$ cat src/hdl/blsc_pkg.sv
// ----------------------------------------------------------------------------
// blsc_pkg: shared types and constants of the line stepper
// Default coordinate width, color width, word modes and the per-line flags.
// ----------------------------------------------------------------------------
package blsc_pkg;

    // Default coordinate width and fixed color width
    localparam int COORD_BITS_DEF = 11;
    localparam int COLOR_BITS     = 32;

    // Word modes: load a new line or step the current one
    localparam logic MODE_LOAD = 1'b0;
    localparam logic MODE_STEP = 1'b1;

    // Per-line direction flags, fixed at load
    typedef struct packed {
        logic x_major;    // x is the axis that advances every pixel
        logic step_down;  // minor coordinate decreases when it moves
    } line_ctrl_t;

endpackage

$ cat src/hdl/bresenham_line_stepper_core.sv
// ----------------------------------------------------------------------------
// bresenham_line_stepper_core: Bresenham line rasterizer, one pixel per word
// Input words either load a line (mode 0) or request its next pixel (mode 1).
// ----------------------------------------------------------------------------
// Usage:
//   in channel  (in_valid/in_ready): mode plus two endpoints. A load word
//     starts a line and yields its first pixel; a step word yields the next
//     pixel. A step word with no line in progress is consumed with no output.
//   out channel (out_valid/out_ready): pixel_x, pixel_y, pixel_color and
//     last, set on the final pixel of a line.
//   cfg channel (cfg_valid/cfg_ready): cfg_data sets the pixel color; always
//     ready. The user must write it only while no word is in flight; the
//     block does not enforce this.
//   Path: the input word passes the input register, then the result
//     register, before out_valid rises. Throughput: one word per cycle while
//     the receiver does not stall, set by the single step unit between them.
//   Reset clears the busy flag, both valid flags and the color; the data
//     registers are always loaded before they are read.
//   When the receiver stalls, the result register holds; one more word waits
//   in the input register, after which in_ready drops.
// ----------------------------------------------------------------------------
module bresenham_line_stepper_core #(
    parameter int COORD_BITS = blsc_pkg::COORD_BITS_DEF
) (
    input  logic                            clk,
    input  logic                            rst_n,
    input  logic                            in_valid,
    output logic                            in_ready,
    input  logic                            mode,
    input  logic [COORD_BITS-1:0]           start_x,
    input  logic [COORD_BITS-1:0]           start_y,
    input  logic [COORD_BITS-1:0]           end_x,
    input  logic [COORD_BITS-1:0]           end_y,
    output logic                            out_valid,
    input  logic                            out_ready,
    output logic [COORD_BITS-1:0]           pixel_x,
    output logic [COORD_BITS-1:0]           pixel_y,
    output logic [blsc_pkg::COLOR_BITS-1:0] pixel_color,
    output logic                            last,
    input  logic                            cfg_valid,
    output logic                            cfg_ready,
    input  logic [blsc_pkg::COLOR_BITS-1:0] cfg_data
);
    import blsc_pkg::*;

    localparam int EW = COORD_BITS + 3;

    // Input register
    logic                  in_valid_reg;
    logic                  in_mode_reg;
    logic [COORD_BITS-1:0] in_sx_reg;
    logic [COORD_BITS-1:0] in_sy_reg;
    logic [COORD_BITS-1:0] in_ex_reg;
    logic [COORD_BITS-1:0] in_ey_reg;

    // Line state
    logic                  busy_reg;
    logic                  busy_next;
    logic [COORD_BITS-1:0] cur_x_reg;
    logic [COORD_BITS-1:0] cur_y_reg;
    logic [COORD_BITS-1:0] major_end_reg;
    line_ctrl_t            ctrl_reg;
    logic signed [EW-1:0]  error_reg;
    logic signed [EW-1:0]  inc_move_reg;
    logic [COORD_BITS:0]   inc_stay_reg;

    // Color register
    logic [COLOR_BITS-1:0] color_reg;

    // Result register
    logic                  out_valid_reg;
    logic                  out_valid_next;
    logic [COORD_BITS-1:0] pix_x_reg;
    logic [COORD_BITS-1:0] pix_y_reg;
    logic [COLOR_BITS-1:0] pix_color_reg;
    logic                  pix_last_reg;

    // Setup and step signals
    logic                  is_load;
    logic                  advance;
    logic                  emit;
    logic [COORD_BITS-1:0] ld_x;
    logic [COORD_BITS-1:0] ld_y;
    logic [COORD_BITS-1:0] ld_major_end;
    line_ctrl_t            ld_ctrl;
    logic signed [EW-1:0]  ld_error;
    logic signed [EW-1:0]  ld_inc_move;
    logic [COORD_BITS:0]   ld_inc_stay;
    logic [COORD_BITS-1:0] sel_x;
    logic [COORD_BITS-1:0] sel_y;
    logic [COORD_BITS-1:0] sel_major_end;
    line_ctrl_t            sel_ctrl;
    logic signed [EW-1:0]  sel_error;
    logic signed [EW-1:0]  sel_inc_move;
    logic [COORD_BITS:0]   sel_inc_stay;
    logic                  st_last;
    logic [COORD_BITS-1:0] st_next_x;
    logic [COORD_BITS-1:0] st_next_y;
    logic signed [EW-1:0]  st_error_next;

    // Handshake: process the held word when the result slot is free or leaving
    assign advance   = in_valid_reg && (!out_valid_reg || out_ready);
    assign in_ready  = !in_valid_reg || advance;
    assign cfg_ready = 1'b1;
    assign is_load   = (in_mode_reg == MODE_LOAD);
    assign emit      = advance && (is_load || busy_reg);

    blsc_load #(
        .COORD_BITS(COORD_BITS)
    ) u_load (
        .start_x   (in_sx_reg),
        .start_y   (in_sy_reg),
        .end_x     (in_ex_reg),
        .end_y     (in_ey_reg),
        .first_x   (ld_x),
        .first_y   (ld_y),
        .major_end (ld_major_end),
        .ctrl      (ld_ctrl),
        .error_init(ld_error),
        .inc_move  (ld_inc_move),
        .inc_stay  (ld_inc_stay)
    );

    // Pick fresh setup on load, held line state on step
    assign sel_x         = is_load ? ld_x         : cur_x_reg;
    assign sel_y         = is_load ? ld_y         : cur_y_reg;
    assign sel_major_end = is_load ? ld_major_end : major_end_reg;
    assign sel_ctrl      = is_load ? ld_ctrl      : ctrl_reg;
    assign sel_error     = is_load ? ld_error     : error_reg;
    assign sel_inc_move  = is_load ? ld_inc_move  : inc_move_reg;
    assign sel_inc_stay  = is_load ? ld_inc_stay  : inc_stay_reg;

    blsc_step #(
        .COORD_BITS(COORD_BITS)
    ) u_step (
        .cur_x     (sel_x),
        .cur_y     (sel_y),
        .major_end (sel_major_end),
        .ctrl      (sel_ctrl),
        .error_cur (sel_error),
        .inc_move  (sel_inc_move),
        .inc_stay  (sel_inc_stay),
        .is_last   (st_last),
        .next_x    (st_next_x),
        .next_y    (st_next_y),
        .error_next(st_error_next)
    );

    assign busy_next = emit ? !st_last : busy_reg;

    always_comb
    begin
        if (emit)
            out_valid_next = 1'b1;
        else if (out_ready)
            out_valid_next = 1'b0;
        else
            out_valid_next = out_valid_reg;
    end

    // Control state
    always_ff @(posedge clk or negedge rst_n)
    begin
        if (!rst_n)
        begin
            in_valid_reg  <= 1'b0;
            busy_reg      <= 1'b0;
            out_valid_reg <= 1'b0;
            color_reg     <= '0;
        end
        else
        begin
            if (in_ready)
                in_valid_reg <= in_valid;
            busy_reg      <= busy_next;
            out_valid_reg <= out_valid_next;
            if (cfg_valid && cfg_ready)
                color_reg <= cfg_data;
        end
    end

    // Capture the input word
    always_ff @(posedge clk)
    begin
        if (in_valid && in_ready)
        begin
            in_mode_reg <= mode;
            in_sx_reg   <= start_x;
            in_sy_reg   <= start_y;
            in_ex_reg   <= end_x;
            in_ey_reg   <= end_y;
        end
    end

    // Advance the line and hold the result word
    always_ff @(posedge clk)
    begin
        if (emit)
        begin
            cur_x_reg     <= st_next_x;
            cur_y_reg     <= st_next_y;
            error_reg     <= st_error_next;
            major_end_reg <= sel_major_end;
            ctrl_reg      <= sel_ctrl;
            inc_move_reg  <= sel_inc_move;
            inc_stay_reg  <= sel_inc_stay;
            pix_x_reg     <= sel_x;
            pix_y_reg     <= sel_y;
            pix_color_reg <= color_reg;
            pix_last_reg  <= st_last;
        end
    end

    assign out_valid   = out_valid_reg;
    assign pixel_x     = pix_x_reg;
    assign pixel_y     = pix_y_reg;
    assign pixel_color = pix_color_reg;
    assign last        = pix_last_reg;

endmodule

$ cat src/hdl/blsc_load.sv
// ----------------------------------------------------------------------------
// blsc_load: line setup
// Orders the endpoints along the major axis and derives the deltas, the
// starting decision term and the two error increments of a new line.
// ----------------------------------------------------------------------------
module blsc_load #(
    parameter int COORD_BITS = blsc_pkg::COORD_BITS_DEF
) (
    input  logic [COORD_BITS-1:0]        start_x,
    input  logic [COORD_BITS-1:0]        start_y,
    input  logic [COORD_BITS-1:0]        end_x,
    input  logic [COORD_BITS-1:0]        end_y,
    output logic [COORD_BITS-1:0]        first_x,
    output logic [COORD_BITS-1:0]        first_y,
    output logic [COORD_BITS-1:0]        major_end,
    output blsc_pkg::line_ctrl_t         ctrl,
    output logic signed [COORD_BITS+2:0] error_init,
    output logic signed [COORD_BITS+2:0] inc_move,
    output logic [COORD_BITS:0]          inc_stay
);
    import blsc_pkg::*;

    logic [COORD_BITS-1:0] abs_dx;
    logic [COORD_BITS-1:0] abs_dy;
    logic                  x_major;
    logic                  swap;
    logic [COORD_BITS-1:0] sx;
    logic [COORD_BITS-1:0] sy;
    logic [COORD_BITS-1:0] ex;
    logic [COORD_BITS-1:0] ey;
    logic [COORD_BITS-1:0] d_major;
    logic [COORD_BITS-1:0] d_minor;
    logic [COORD_BITS:0]   twice_major;
    logic [COORD_BITS:0]   twice_minor;

    // Absolute deltas; equal deltas and vertical lines run along y
    assign abs_dx  = (start_x > end_x) ? (start_x - end_x) : (end_x - start_x);
    assign abs_dy  = (start_y > end_y) ? (start_y - end_y) : (end_y - start_y);
    assign x_major = (start_x != end_x) && (abs_dy < abs_dx);

    // Swap endpoints so the major coordinate rises
    assign swap = x_major ? (start_x > end_x) : (start_y > end_y);
    assign sx   = swap ? end_x   : start_x;
    assign sy   = swap ? end_y   : start_y;
    assign ex   = swap ? start_x : end_x;
    assign ey   = swap ? start_y : end_y;

    assign d_major     = x_major ? abs_dx : abs_dy;
    assign d_minor     = x_major ? abs_dy : abs_dx;
    assign twice_major = {d_major, 1'b0};
    assign twice_minor = {d_minor, 1'b0};

    // Line setup results
    assign first_x        = sx;
    assign first_y        = sy;
    assign major_end      = x_major ? ex : ey;
    assign ctrl.x_major   = x_major;
    assign ctrl.step_down = x_major ? (ey < sy) : (ex < sx);
    assign error_init     = $signed({2'b00, twice_minor}) - $signed({3'b000, d_major});
    assign inc_move       = $signed({2'b00, twice_minor}) - $signed({2'b00, twice_major});
    assign inc_stay       = twice_minor;

endmodule

$ cat src/hdl/blsc_step.sv
// ----------------------------------------------------------------------------
// blsc_step: one Bresenham step
// Flags the final pixel and computes the next position and decision term.
// ----------------------------------------------------------------------------
module blsc_step #(
    parameter int COORD_BITS = blsc_pkg::COORD_BITS_DEF
) (
    input  logic [COORD_BITS-1:0]        cur_x,
    input  logic [COORD_BITS-1:0]        cur_y,
    input  logic [COORD_BITS-1:0]        major_end,
    input  blsc_pkg::line_ctrl_t         ctrl,
    input  logic signed [COORD_BITS+2:0] error_cur,
    input  logic signed [COORD_BITS+2:0] inc_move,
    input  logic [COORD_BITS:0]          inc_stay,
    output logic                         is_last,
    output logic [COORD_BITS-1:0]        next_x,
    output logic [COORD_BITS-1:0]        next_y,
    output logic signed [COORD_BITS+2:0] error_next
);
    import blsc_pkg::*;

    logic                  move_minor;
    logic [COORD_BITS-1:0] major_cur;
    logic [COORD_BITS-1:0] minor_cur;
    logic [COORD_BITS-1:0] major_adv;
    logic [COORD_BITS-1:0] minor_adv;
    logic signed [COORD_BITS+2:0] inc_sel;

    assign major_cur  = ctrl.x_major ? cur_x : cur_y;
    assign minor_cur  = ctrl.x_major ? cur_y : cur_x;
    assign is_last    = (major_cur == major_end);
    assign move_minor = (error_cur > 0);

    // Advance major by one, minor by one when the decision term is positive
    assign major_adv = major_cur + 1'b1;
    always_comb
    begin
        if (!move_minor)
            minor_adv = minor_cur;
        else if (ctrl.step_down)
            minor_adv = minor_cur - 1'b1;
        else
            minor_adv = minor_cur + 1'b1;
    end

    assign next_x = ctrl.x_major ? major_adv : minor_adv;
    assign next_y = ctrl.x_major ? minor_adv : major_adv;

    // Update the decision term
    assign inc_sel    = move_minor ? inc_move : $signed({2'b00, inc_stay});
    assign error_next = error_cur + inc_sel;

endmodule

$ cat config.mk
export PLATFORM = sky130hd
export DESIGN_NAME = bresenham_line_stepper_core
export DESIGN_NICKNAME = d
export VERILOG_FILES = /design/src/hdl/blsc_pkg.sv /design/src/hdl/bresenham_line_stepper_core.sv /design/src/hdl/blsc_load.sv /design/src/hdl/blsc_step.sv
export SDC_FILE = /design/constraint.sdc
export NUM_CORES = 1
export LEC_CHECK = 0
export ABC_AREA = 1
export ABC_CLOCK_PERIOD_IN_PS = 7550
export BUFFER_PORTS_ARGS = -buffer_cell sky130_fd_sc_hd__clkbuf_2
export CORE_MARGIN = 2
export CORE_UTILIZATION = 40
export DETAILED_ROUTE_END_ITERATION = 8
export PLACE_DENSITY_LB_ADDON = 0.25
export SYNTH_ARGS = -nofsm -noshare
export SYNTH_HDL_FRONTEND = slang
export SYNTH_HIERARCHICAL = 1
export SYNTH_SLANG_ARGS = --single-unit
$ cat constraint.sdc
create_clock -name clk -period 7.55 [get_ports clk]
set_clock_uncertainty 0.15 [all_clocks]
set_input_delay 1.51 -clock clk [delete_from_list [all_inputs] [get_ports clk]]
set_output_delay 1.51 -clock clk [all_outputs]
set_load 0.1 [all_outputs]
==> After elaboration in Yosys (flattened, before gate mapping) <==
Cells that the tools add are included.
{ "classes": {"add_sub_neg": 10, "n_lt_le_gt_ge": 6, "n_eq_ne": 2, "n_mux": 27, "bitwise_logic": 1, "reduce_logical": 11} }
{ "ops": {"columns": ["cell", "n"], "rows": [
  ["11-bit two-way mux", 18],
  ["11-bit subtractor", 4],
  ["14-bit two-way mux", 3],
  ["11-bit < comparator", 3],
  ["11-bit by 1-bit adder with 11-bit output, second input constant", 2],
  ["11-bit greater-than comparator", 2],
  ["14-bit adder", 1],
  ["14-bit by 1-bit greater-than comparator with 1-bit output, second input constant", 1],
  ["12-bit by 11-bit subtractor with 13-bit output", 1],
  ["12-bit by 12-bit subtractor with 13-bit output", 1],
  ["12-bit two-way mux", 1],
  ["11-bit == test", 1],
  ["11-bit != test", 1],
  ["11-bit by 1-bit subtractor with 11-bit output, second input constant", 1],
  ["1-bit logical AND", 4],
  ["1-bit two-way mux", 4],
  ["1-bit zero test", 3],
  ["1-bit logical OR", 3],
  ["2-bit two-way mux", 1],
  ["2-bit nonzero test", 1],
  ["1-bit NOT", 1]
]} }
{ "totals": {"reg_bits": 210, "inputBits": 82, "word_cells": 78} }

==> Longest topological paths before layout <==
Gate-level depths: netlist of the first run.
{ "depth": {"depth_word": 14, "depth_mapped": 55, "mapped_depth_nobuf": 52} }

==> Cells and area by module <==
Netlist of the first run, hierarchy kept.
{ "by_module_without_submodules": {"columns": ["module", "instances", "cells_each", "area_per_inst_um2", "seq_area_each_um2"], "rows": [
  ["bresenham_line_stepper_core", 1, 506, 7554.7, 6130.9],
  ["blsc_load", 1, 1004, 5245.0, 0.0],
  ["blsc_step", 1, 474, 2522.4, 0.0]
]} }

==> Worst setup path before layout of the first run <==
OpenSTA, ideal clock, no wires.
{ "synth_path": {"path_type": "flip-flop to flip-flop", "from": "reg in_sx_reg[2]", "to": "reg error_reg[12], data pin", "setup_time_ps": 266, "arrival_ps": 6487, "path_slack_ps": 647, "stages_incl_launch_ff": 52, "path_buffers": 4, "synth_period_minus_slack_ps": 6903, "cell_sequence": "edfxtp_1 > inv_1 > ha_1 > buf_4 > a21oi_1 > nand2_1 > nand2_1 > nand3_4 > nand2_4 > buf_4 > nand2_1 > nand2_1 > inv_1 > ha_1 > nand2_1 > inv_1 > nand2_1 > nand2_1 > [16 not listed] > nand2_1 > nand2_1 > nor2_1 > nand2_1 > nor2_1 > nand2_1 > nand2_2 > inv_1 > clkbuf_1 > nand2_1 > nand2_1 > ha_1 > fa_1 > nand3_1 > nand2_1 > nand3_1 > o2111ai_1 > xor2_1"} }
{ "synth_via": {"elab_chain_len": 10, "word_cells_on_any_way": 17, "classes_between": "add/sub (5); order compare (3); eq/ne (1); mux (7); reduce/logical (1)"} }
{ "synth_lines": {"columns": ["element", "line", "rtl"], "rows": [
  ["start, declared", "bresenham_line_stepper_core.sv:51", "logic [COORD_BITS-1:0] in_sx_reg;"],
  ["start signal, assigned", "bresenham_line_stepper_core.sv:188", "in_sx_reg <= start_x;"],
  ["11-bit subtractor or 11-bit greater-than comparator (tied branches)", "blsc_load.sv:37", "assign abs_dx = (start_x > end_x) ? (start_x - end_x) : (end_x - start_x);"],
  ["11-bit two-way mux", "blsc_load.sv:37", null],
  ["11-bit < comparator", "blsc_load.sv:39", "assign x_major = (start_x != end_x) && (abs_dy < abs_dx);"],
  ["1-bit logical AND", "blsc_load.sv:39", null],
  ["11-bit two-way mux (*)", "blsc_load.sv:49", "assign d_minor = x_major ? abs_dy : abs_dx;"],
  ["net ld_inc_stay[1]", "bresenham_line_stepper_core.sv:88", "logic [COORD_BITS:0] ld_inc_stay;"],
  ["12-bit by 11-bit subtractor with 13-bit output (*)", "blsc_load.sv:59", "assign error_init = $signed({2'b00, twice_minor}) - $signed({3'b000, d_major});"],
  ["net ld_error[10]", "bresenham_line_stepper_core.sv:86", "logic signed [EW-1:0] ld_error;"],
  ["14-bit two-way mux (*)", "bresenham_line_stepper_core.sv:129", "assign sel_error = is_load ? ld_error : error_reg;"],
  ["net sel_error[10]", "bresenham_line_stepper_core.sv:93", "logic signed [EW-1:0] sel_error;"],
  ["14-bit by 1-bit greater-than comparator with 1-bit output", "blsc_step.sv:32", "assign move_minor = (error_cur > 0);"],
  ["14-bit two-way mux", "blsc_step.sv:50", "assign inc_sel = move_minor ? inc_move : $signed({2'b00, inc_stay});"],
  ["14-bit adder (*)", "blsc_step.sv:51", "assign error_next = error_cur + inc_sel;"],
  ["net st_error_next[12]", "bresenham_line_stepper_core.sv:99", "logic signed [EW-1:0] st_error_next;"],
  ["end signal, assigned", "bresenham_line_stepper_core.sv:202", "error_reg <= st_error_next;"],
  ["end, declared", "bresenham_line_stepper_core.sv:63", "logic signed [EW-1:0] error_reg;"]
]} }
The timed path passes the listed nets; every way through them passes the cells marked *.
A chain may end at the register's enable or synchronous reset.

==> results of run 1 <==
[path summary, 6_finish.rpt]
kind / startpoint / endpoint / slack [ns] / depth (start not counted)
min in group asynchronous: rst_n / color_reg[11] / 0.92 / 1
max: in_ex_reg[3] / error_reg[12] / 0.46 / 47
min: color_reg[19] / pixel_color[19] / 0.29 / 0
min reg2reg: color_reg[19] / pixel_color[19] / 0.29 / 0
max in group asynchronous: rst_n / color_reg[27] / 5.78 / 1
max reg2reg: in_ex_reg[3] / error_reg[12] / 0.46 / 47
[layout make-up]
cell class | count | area, µm²
flip-flops and latches | 210 | 6130
well taps | 511 | 639
multi-input cells | 1491 | 8560
inverters | 222 | 841
clock inverters | 11 | 129
fillers | 3721 | 18800
clock buffers | 33 | 686
repair buffers | 287 | 1860
[what timing repair did]
action                                  in CTS  in global routing
gates resized for setup                      0                135
endpoints found under the setup margin       0                 35
setup buffers                                0                 54
[metrics by stage]
| stage | cell area, µm² | worst slack [ns] | TNS (ns) |
|---|---|---|---|
| after floorplan | 15300 | 0.647 | 0 |
| after global placement | 17000 | 0.107 | 0 |
| after detailed placement | 17000 | 0.0532 | 0 |
| after CTS | 17800 | 0.0112 | 0 |
| after global routing | 18800 | -0.0741 | -0.234 |
| final | 18800 | 0.458 | 0 |
[layer usage]
layer	part of all wire, %	vias to the layer above	GRT usage, %
met5	0.034	-	0
li1	-	6941	-
met4	2.8	2	6.09
met2	46	452	38.2
met1	45	6459	31.5
met3	6.5	76	4.27
[worst max-delay path: cells and delay by family (launching register included)]
| kind | cells | cell delay, ns |
|---|---|---|
| compound gates | 6 | 0.79 |
| xor+xnor | 2 | 0.33 |
| fa+ha+maj | 5 | 1.67 |
| buf+inv | 4 | 0.47 |
| flops | 1 | 0.50 |
| simple gates | 30 | 2.95 |
[kinds of logic (layout without fill, tap and decap cells)]
group	Yosys count	in the layout	share of synthesized area (%)
compound gates	173	173	6.60
xor+xnor	60	60	3.48
fa+ha+maj	95	95	8.10
buf+inv	287	553	8.36
flops	210	210	40.0
mux	36	36	2.66
other cells	2	3	0.0490
simple gates	1121	1124	30.7
[Yosys cell counts, types with 4 or more instances]
cell and number:
nand3_1 162, nand2_2 17, fa_1 7, xnor2_1 14
xor2_1 45, inv_1 209, ha_1 88, buf_6 11
a31oi_1 4, o21bai_1 8, dfrtp_1 35, o21ai_0 49
nand4_1 16, buf_4 16, a21oi_1 58, mux2_2 30
edfxtp_1 175, nand2_1 812, a21o_1 5, nand2_4 5
inv_2 13, clkbuf_1 10, nor2_1 75, nor2_2 6
o21ai_1 26, mux2i_1 4, o21ai_2 10, buf_2 23
nand3b_1 8
==> results_dict.tcl, run 1 <==
set metrics [dict create \
    outcome "complete, no violations" \
    dp_cells 2664 \
    synth_ff_type "edfxtp_1" \
    numPortBuffers 138 \
    cap_violations 0 \
    track_usage_pct 23.2 \
    async_reset_ff_share_pct 16.7 \
    final_antenna_net_count 0 \
    wl_per_cell_um 16.8 \
    rsz0062_at_grt "true" \
    cts_buffer_depth 3 \
    via_count 13930 \
    path_max_fanout 14 \
    layout_common_cells "nand2_1, inv_1, edfxtp_1, nand3_1, buf_4" \
    die_w_um 200 \
    crit_type "flip-flop to flip-flop" \
    grt_pass1_vias 13261 \
    drive_above_1_share_pct 23.6 \
    hold_path_class "flip-flop to flip-flop" \
    start_kind "flip-flop" \
    mostFrequentLayoutCell "nand2_1" \
    rows 71 \
    grt_pass1_wl_um 72200 \
    syn_to_final_growth_pct 23.0 \
    fmax_mhz 141 \
    die-height_um 200 \
    synth-edff-count 175 \
    gp_congestion 0.950 \
    grt_antenna_before_repair 1 \
    drc 0 \
    synth_top_area_share_pct 34.3 \
    grt_start_max_net_pins 75 \
    cts_hold_buf 0 \
    setup_viol 0 \
    dp_hpwl_um 35700 \
    firstDrtPassIters 6 \
    crit_arrival_ns 7.23 \
    finalCoreUtilization_pct 50.0 \
    start_util_pct 40.7 \
    synth_area_mm2 0.0153 \
    avgViaCountPerCell 5.04 \
    holdWs_ns 0.290 \
    yosysSeqAreaShare_pct 40.0 \
    synthCells 1984 \
    synth.area.top_cells "edfxtp_1, nand2_1, ha_1" \
    die-area_mm2 0.0399 \
    ys_ff_latch 210 \
    crit_slowest_cell "edfxtp_1" \
    clockRootBuffer "clkbuf_16" \
    yosys_warnings 6 \
    max_stage_delay_ns 0.50 \
    cts-buffers-inserted 24 \
    min_period_ns 7.09 \
    final-max-slew-violation-count 0 \
    tightest_slew_ns 0.973 \
    routed_wl_um 46600 \
    path_clk_slew_ns 0.06 \
    path_common_cell "nand2_1" \
    slew_headroom_pct 35.1 \
    final_nets 2413 \
    end_kind "flip-flop" \
    n_antenna_cell 0 \
    finalHoldViolCount 0 \
    required_ns 7.69 \
    synth_cell_type_count 54 \
    insertion_delay_ns 0.55 \
    avgSynthCellArea_um2 7.72 \
    finalNonFillerCells 2765 \
    ios 140 \
    core_area_mm2 0.0377 \
    cts_tree "built" \
    cts_num_sinks 210 \
    grt_overflow 0 \
    post-route-period-util_pct 93.9 \
    htreeDepth 1 \
    drt-initial-drc-count 1052 \
    synth_top_cell_by_area "edfxtp_1" \
]
Power of run 1 is not shown: default switching activity piles up to over one toggle a cycle in this logic, so the estimate is an artifact.
==> run 2: changes to the inputs <==
--- a/config.mk
+++ b/config.mk
@@ -13,4 +13,5 @@
 export DETAILED_ROUTE_END_ITERATION = 8
 export PLACE_DENSITY_LB_ADDON = 0.25
+export SLEW_MARGIN = 10
 export SYNTH_ARGS = -nofsm -noshare
 export SYNTH_HDL_FRONTEND = slang
==> constraint.sdc (replaced) <==
create_clock -name clk -period 7.55 [get_ports clk]
set_clock_uncertainty 0.15 [all_clocks]
set_input_delay 0.3775 -clock clk [delete_from_list [all_inputs] [get_ports clk]]
set_output_delay 0.3775 -clock clk [all_outputs]
set_load 0.1 [all_outputs]
==> run 2 against run 1 <==
Sequential share of layout area shrank 0.42 points. Register-to-register slack got worse by 0.05 ns. Fmax is 0.67% lower. Global-route usage is 0.30 points higher. First-iteration DRC count fell by 16%. Routed wire length is 1.0% higher. Critical path type unchanged.
==> results_dict.tcl, run 2 (synthesis results as in run 1) <==
set metrics [dict create \
    htreeDepth 1 \
    wl_per_cell_um 16.8 \
    via_count 13947 \
    routed_wl_um 47000 \
    n_fill_cell 3666 \
    start_kind "flip-flop" \
    path_clk_slew_ns 0.06 \
    die-area_mm2 0.0399 \
    rows 71 \
    fmax_mhz 140 \
    min_period_ns 7.14 \
    layout_common_cells "nand2_1, inv_1, edfxtp_1, nand3_1, clkbuf_2" \
    grt_pass1_wl_um 72800 \
    avgViaCountPerCell 4.98 \
    cts_tree "built" \
    die-height_um 200 \
    slew_headroom_pct 31.9 \
    multi_input_area_mm2 0.00829 \
    max_stage_delay_ns 0.42 \
    crit_arrival_ns 7.27 \
    critPathLaunch "in_ey_reg[0]" \
    dp_cells 2643 \
    post-route-period-util_pct 94.6 \
    grt_antenna_before_repair 0 \
    mostFrequentLayoutCell "nand2_1" \
    drc 0 \
    setup_viol 0 \
    final-max-slew-violation-count 0 \
    ios 140 \
    path_max_fanout 14 \
    drt-initial-drc-count 884 \
    finalHoldViolCount 0 \
    crit_slowest_cell "edfxtp_1" \
    numPortBuffers 138 \
    grt_start_max_net_pins 76 \
    final_nets 2449 \
    finalNonFillerCells 2802 \
    min_from "color_reg[30]" \
    grt_pass1_vias 13600 \
    drive_above_1_share_pct 19.5 \
    cts-buffers-inserted 25 \
    gp_congestion 0.975 \
    finalCoreUtilization_pct 50.7 \
    cap_violations 0 \
    core_area_mm2 0.0377 \
    die_w_um 200 \
    register_area_mm2 0.00613 \
    end_kind "flip-flop" \
    outcome "complete, no violations" \
    final_antenna_net_count 0 \
    n_antenna_cell 0 \
    grt_overflow 0 \
    start_util_pct 40.7 \
    insertion_delay_ns 0.56 \
    firstDrtPassIters 5 \
    track_usage_pct 23.5 \
    cts_buffer_depth 3 \
    tightest_slew_ns 1.02 \
    syn_to_final_growth_pct 24.6 \
    clockRootBuffer "clkbuf_16" \
    hold_path_class "flip-flop to flip-flop" \
    crit_type "flip-flop to flip-flop" \
    dp_hpwl_um 35700 \
    cts_num_sinks 210 \
    path_common_cell "nand2_1" \
    rr_startpoint "in_ey_reg[0]" \
    required_ns 7.68 \
]
run 2: path summary, 6_finish.rpt:
kind | depth (start not counted) | end | slack, ns
setup / recovery | 50 | error_reg[12] | 0.41
min in group asynchronous | 2 | out_valid | 0.35
hold reg to reg | 0 | pixel_color[30] | 0.29
max in group asynchronous | 2 | color_reg[0] | 6.33
hold / removal | 0 | pixel_color[30] | 0.29
setup reg to reg | 50 | error_reg[12] | 0.41
run 2: cell type report:
class / instances / share of cell area, %
Multi-Input combinational cell: 1488 / 43.4
Inverter: 222 / 4.38
Timing Repair Buffer: 325 / 12.4
Sequential cell: 210 / 32.1
Clock inverter: 10 / 0.583
Clock buffer: 36 / 3.81
Tap cell: 511 / 3.35
run 2: timing repair:
item,in CTS,in global routing
hold buffers,80,0
buffers inserted,0,33
resized for setup,0,85
setup endpoints to repair,0,14
endpoints found under the hold margin,114,0
run 2: per-stage QoR:
step / area (µm²) / hold WS (ns) / setup TNS (ns) / setup slack (ns)
2_1_floorplan: 15300 / -0.0681 / 0 / 0.647
3_3_place_gp: 16800 / 0.277 / 0 / 0.0771
3_5_place_dp: 16800 / 0.281 / 0 / 0.0805
4_1_cts: 18500 / 0.289 / 0 / 0.00672
5_1_grt: 19100 / 0.305 / -0.0962 / -0.0467
6_report: 19100 / 0.289 / 0 / 0.411
run 2: critical path, delay by kind of cell (launching register included):
kind | cells | cell delay (ns)
adders and majority gates | 6 | 1.75
and+or+nand+nor | 31 | 2.99
buffers and inverters | 5 | 0.50
xor gates and xnor gates | 2 | 0.33
DFF | 1 | 0.42
AOI/OAI and AO/OA | 6 | 0.72
run 2: per-layer routing:
layer  routed length, µm  track usage (%)  part of all wire [%]
met1               20700             30.6                    44
met2               22000             39.3                    47
met3                3010             4.61                   6.4
met4                1370             7.85                   2.9
met5                   0                0                     0
Power of run 2 is left out for the same reason.
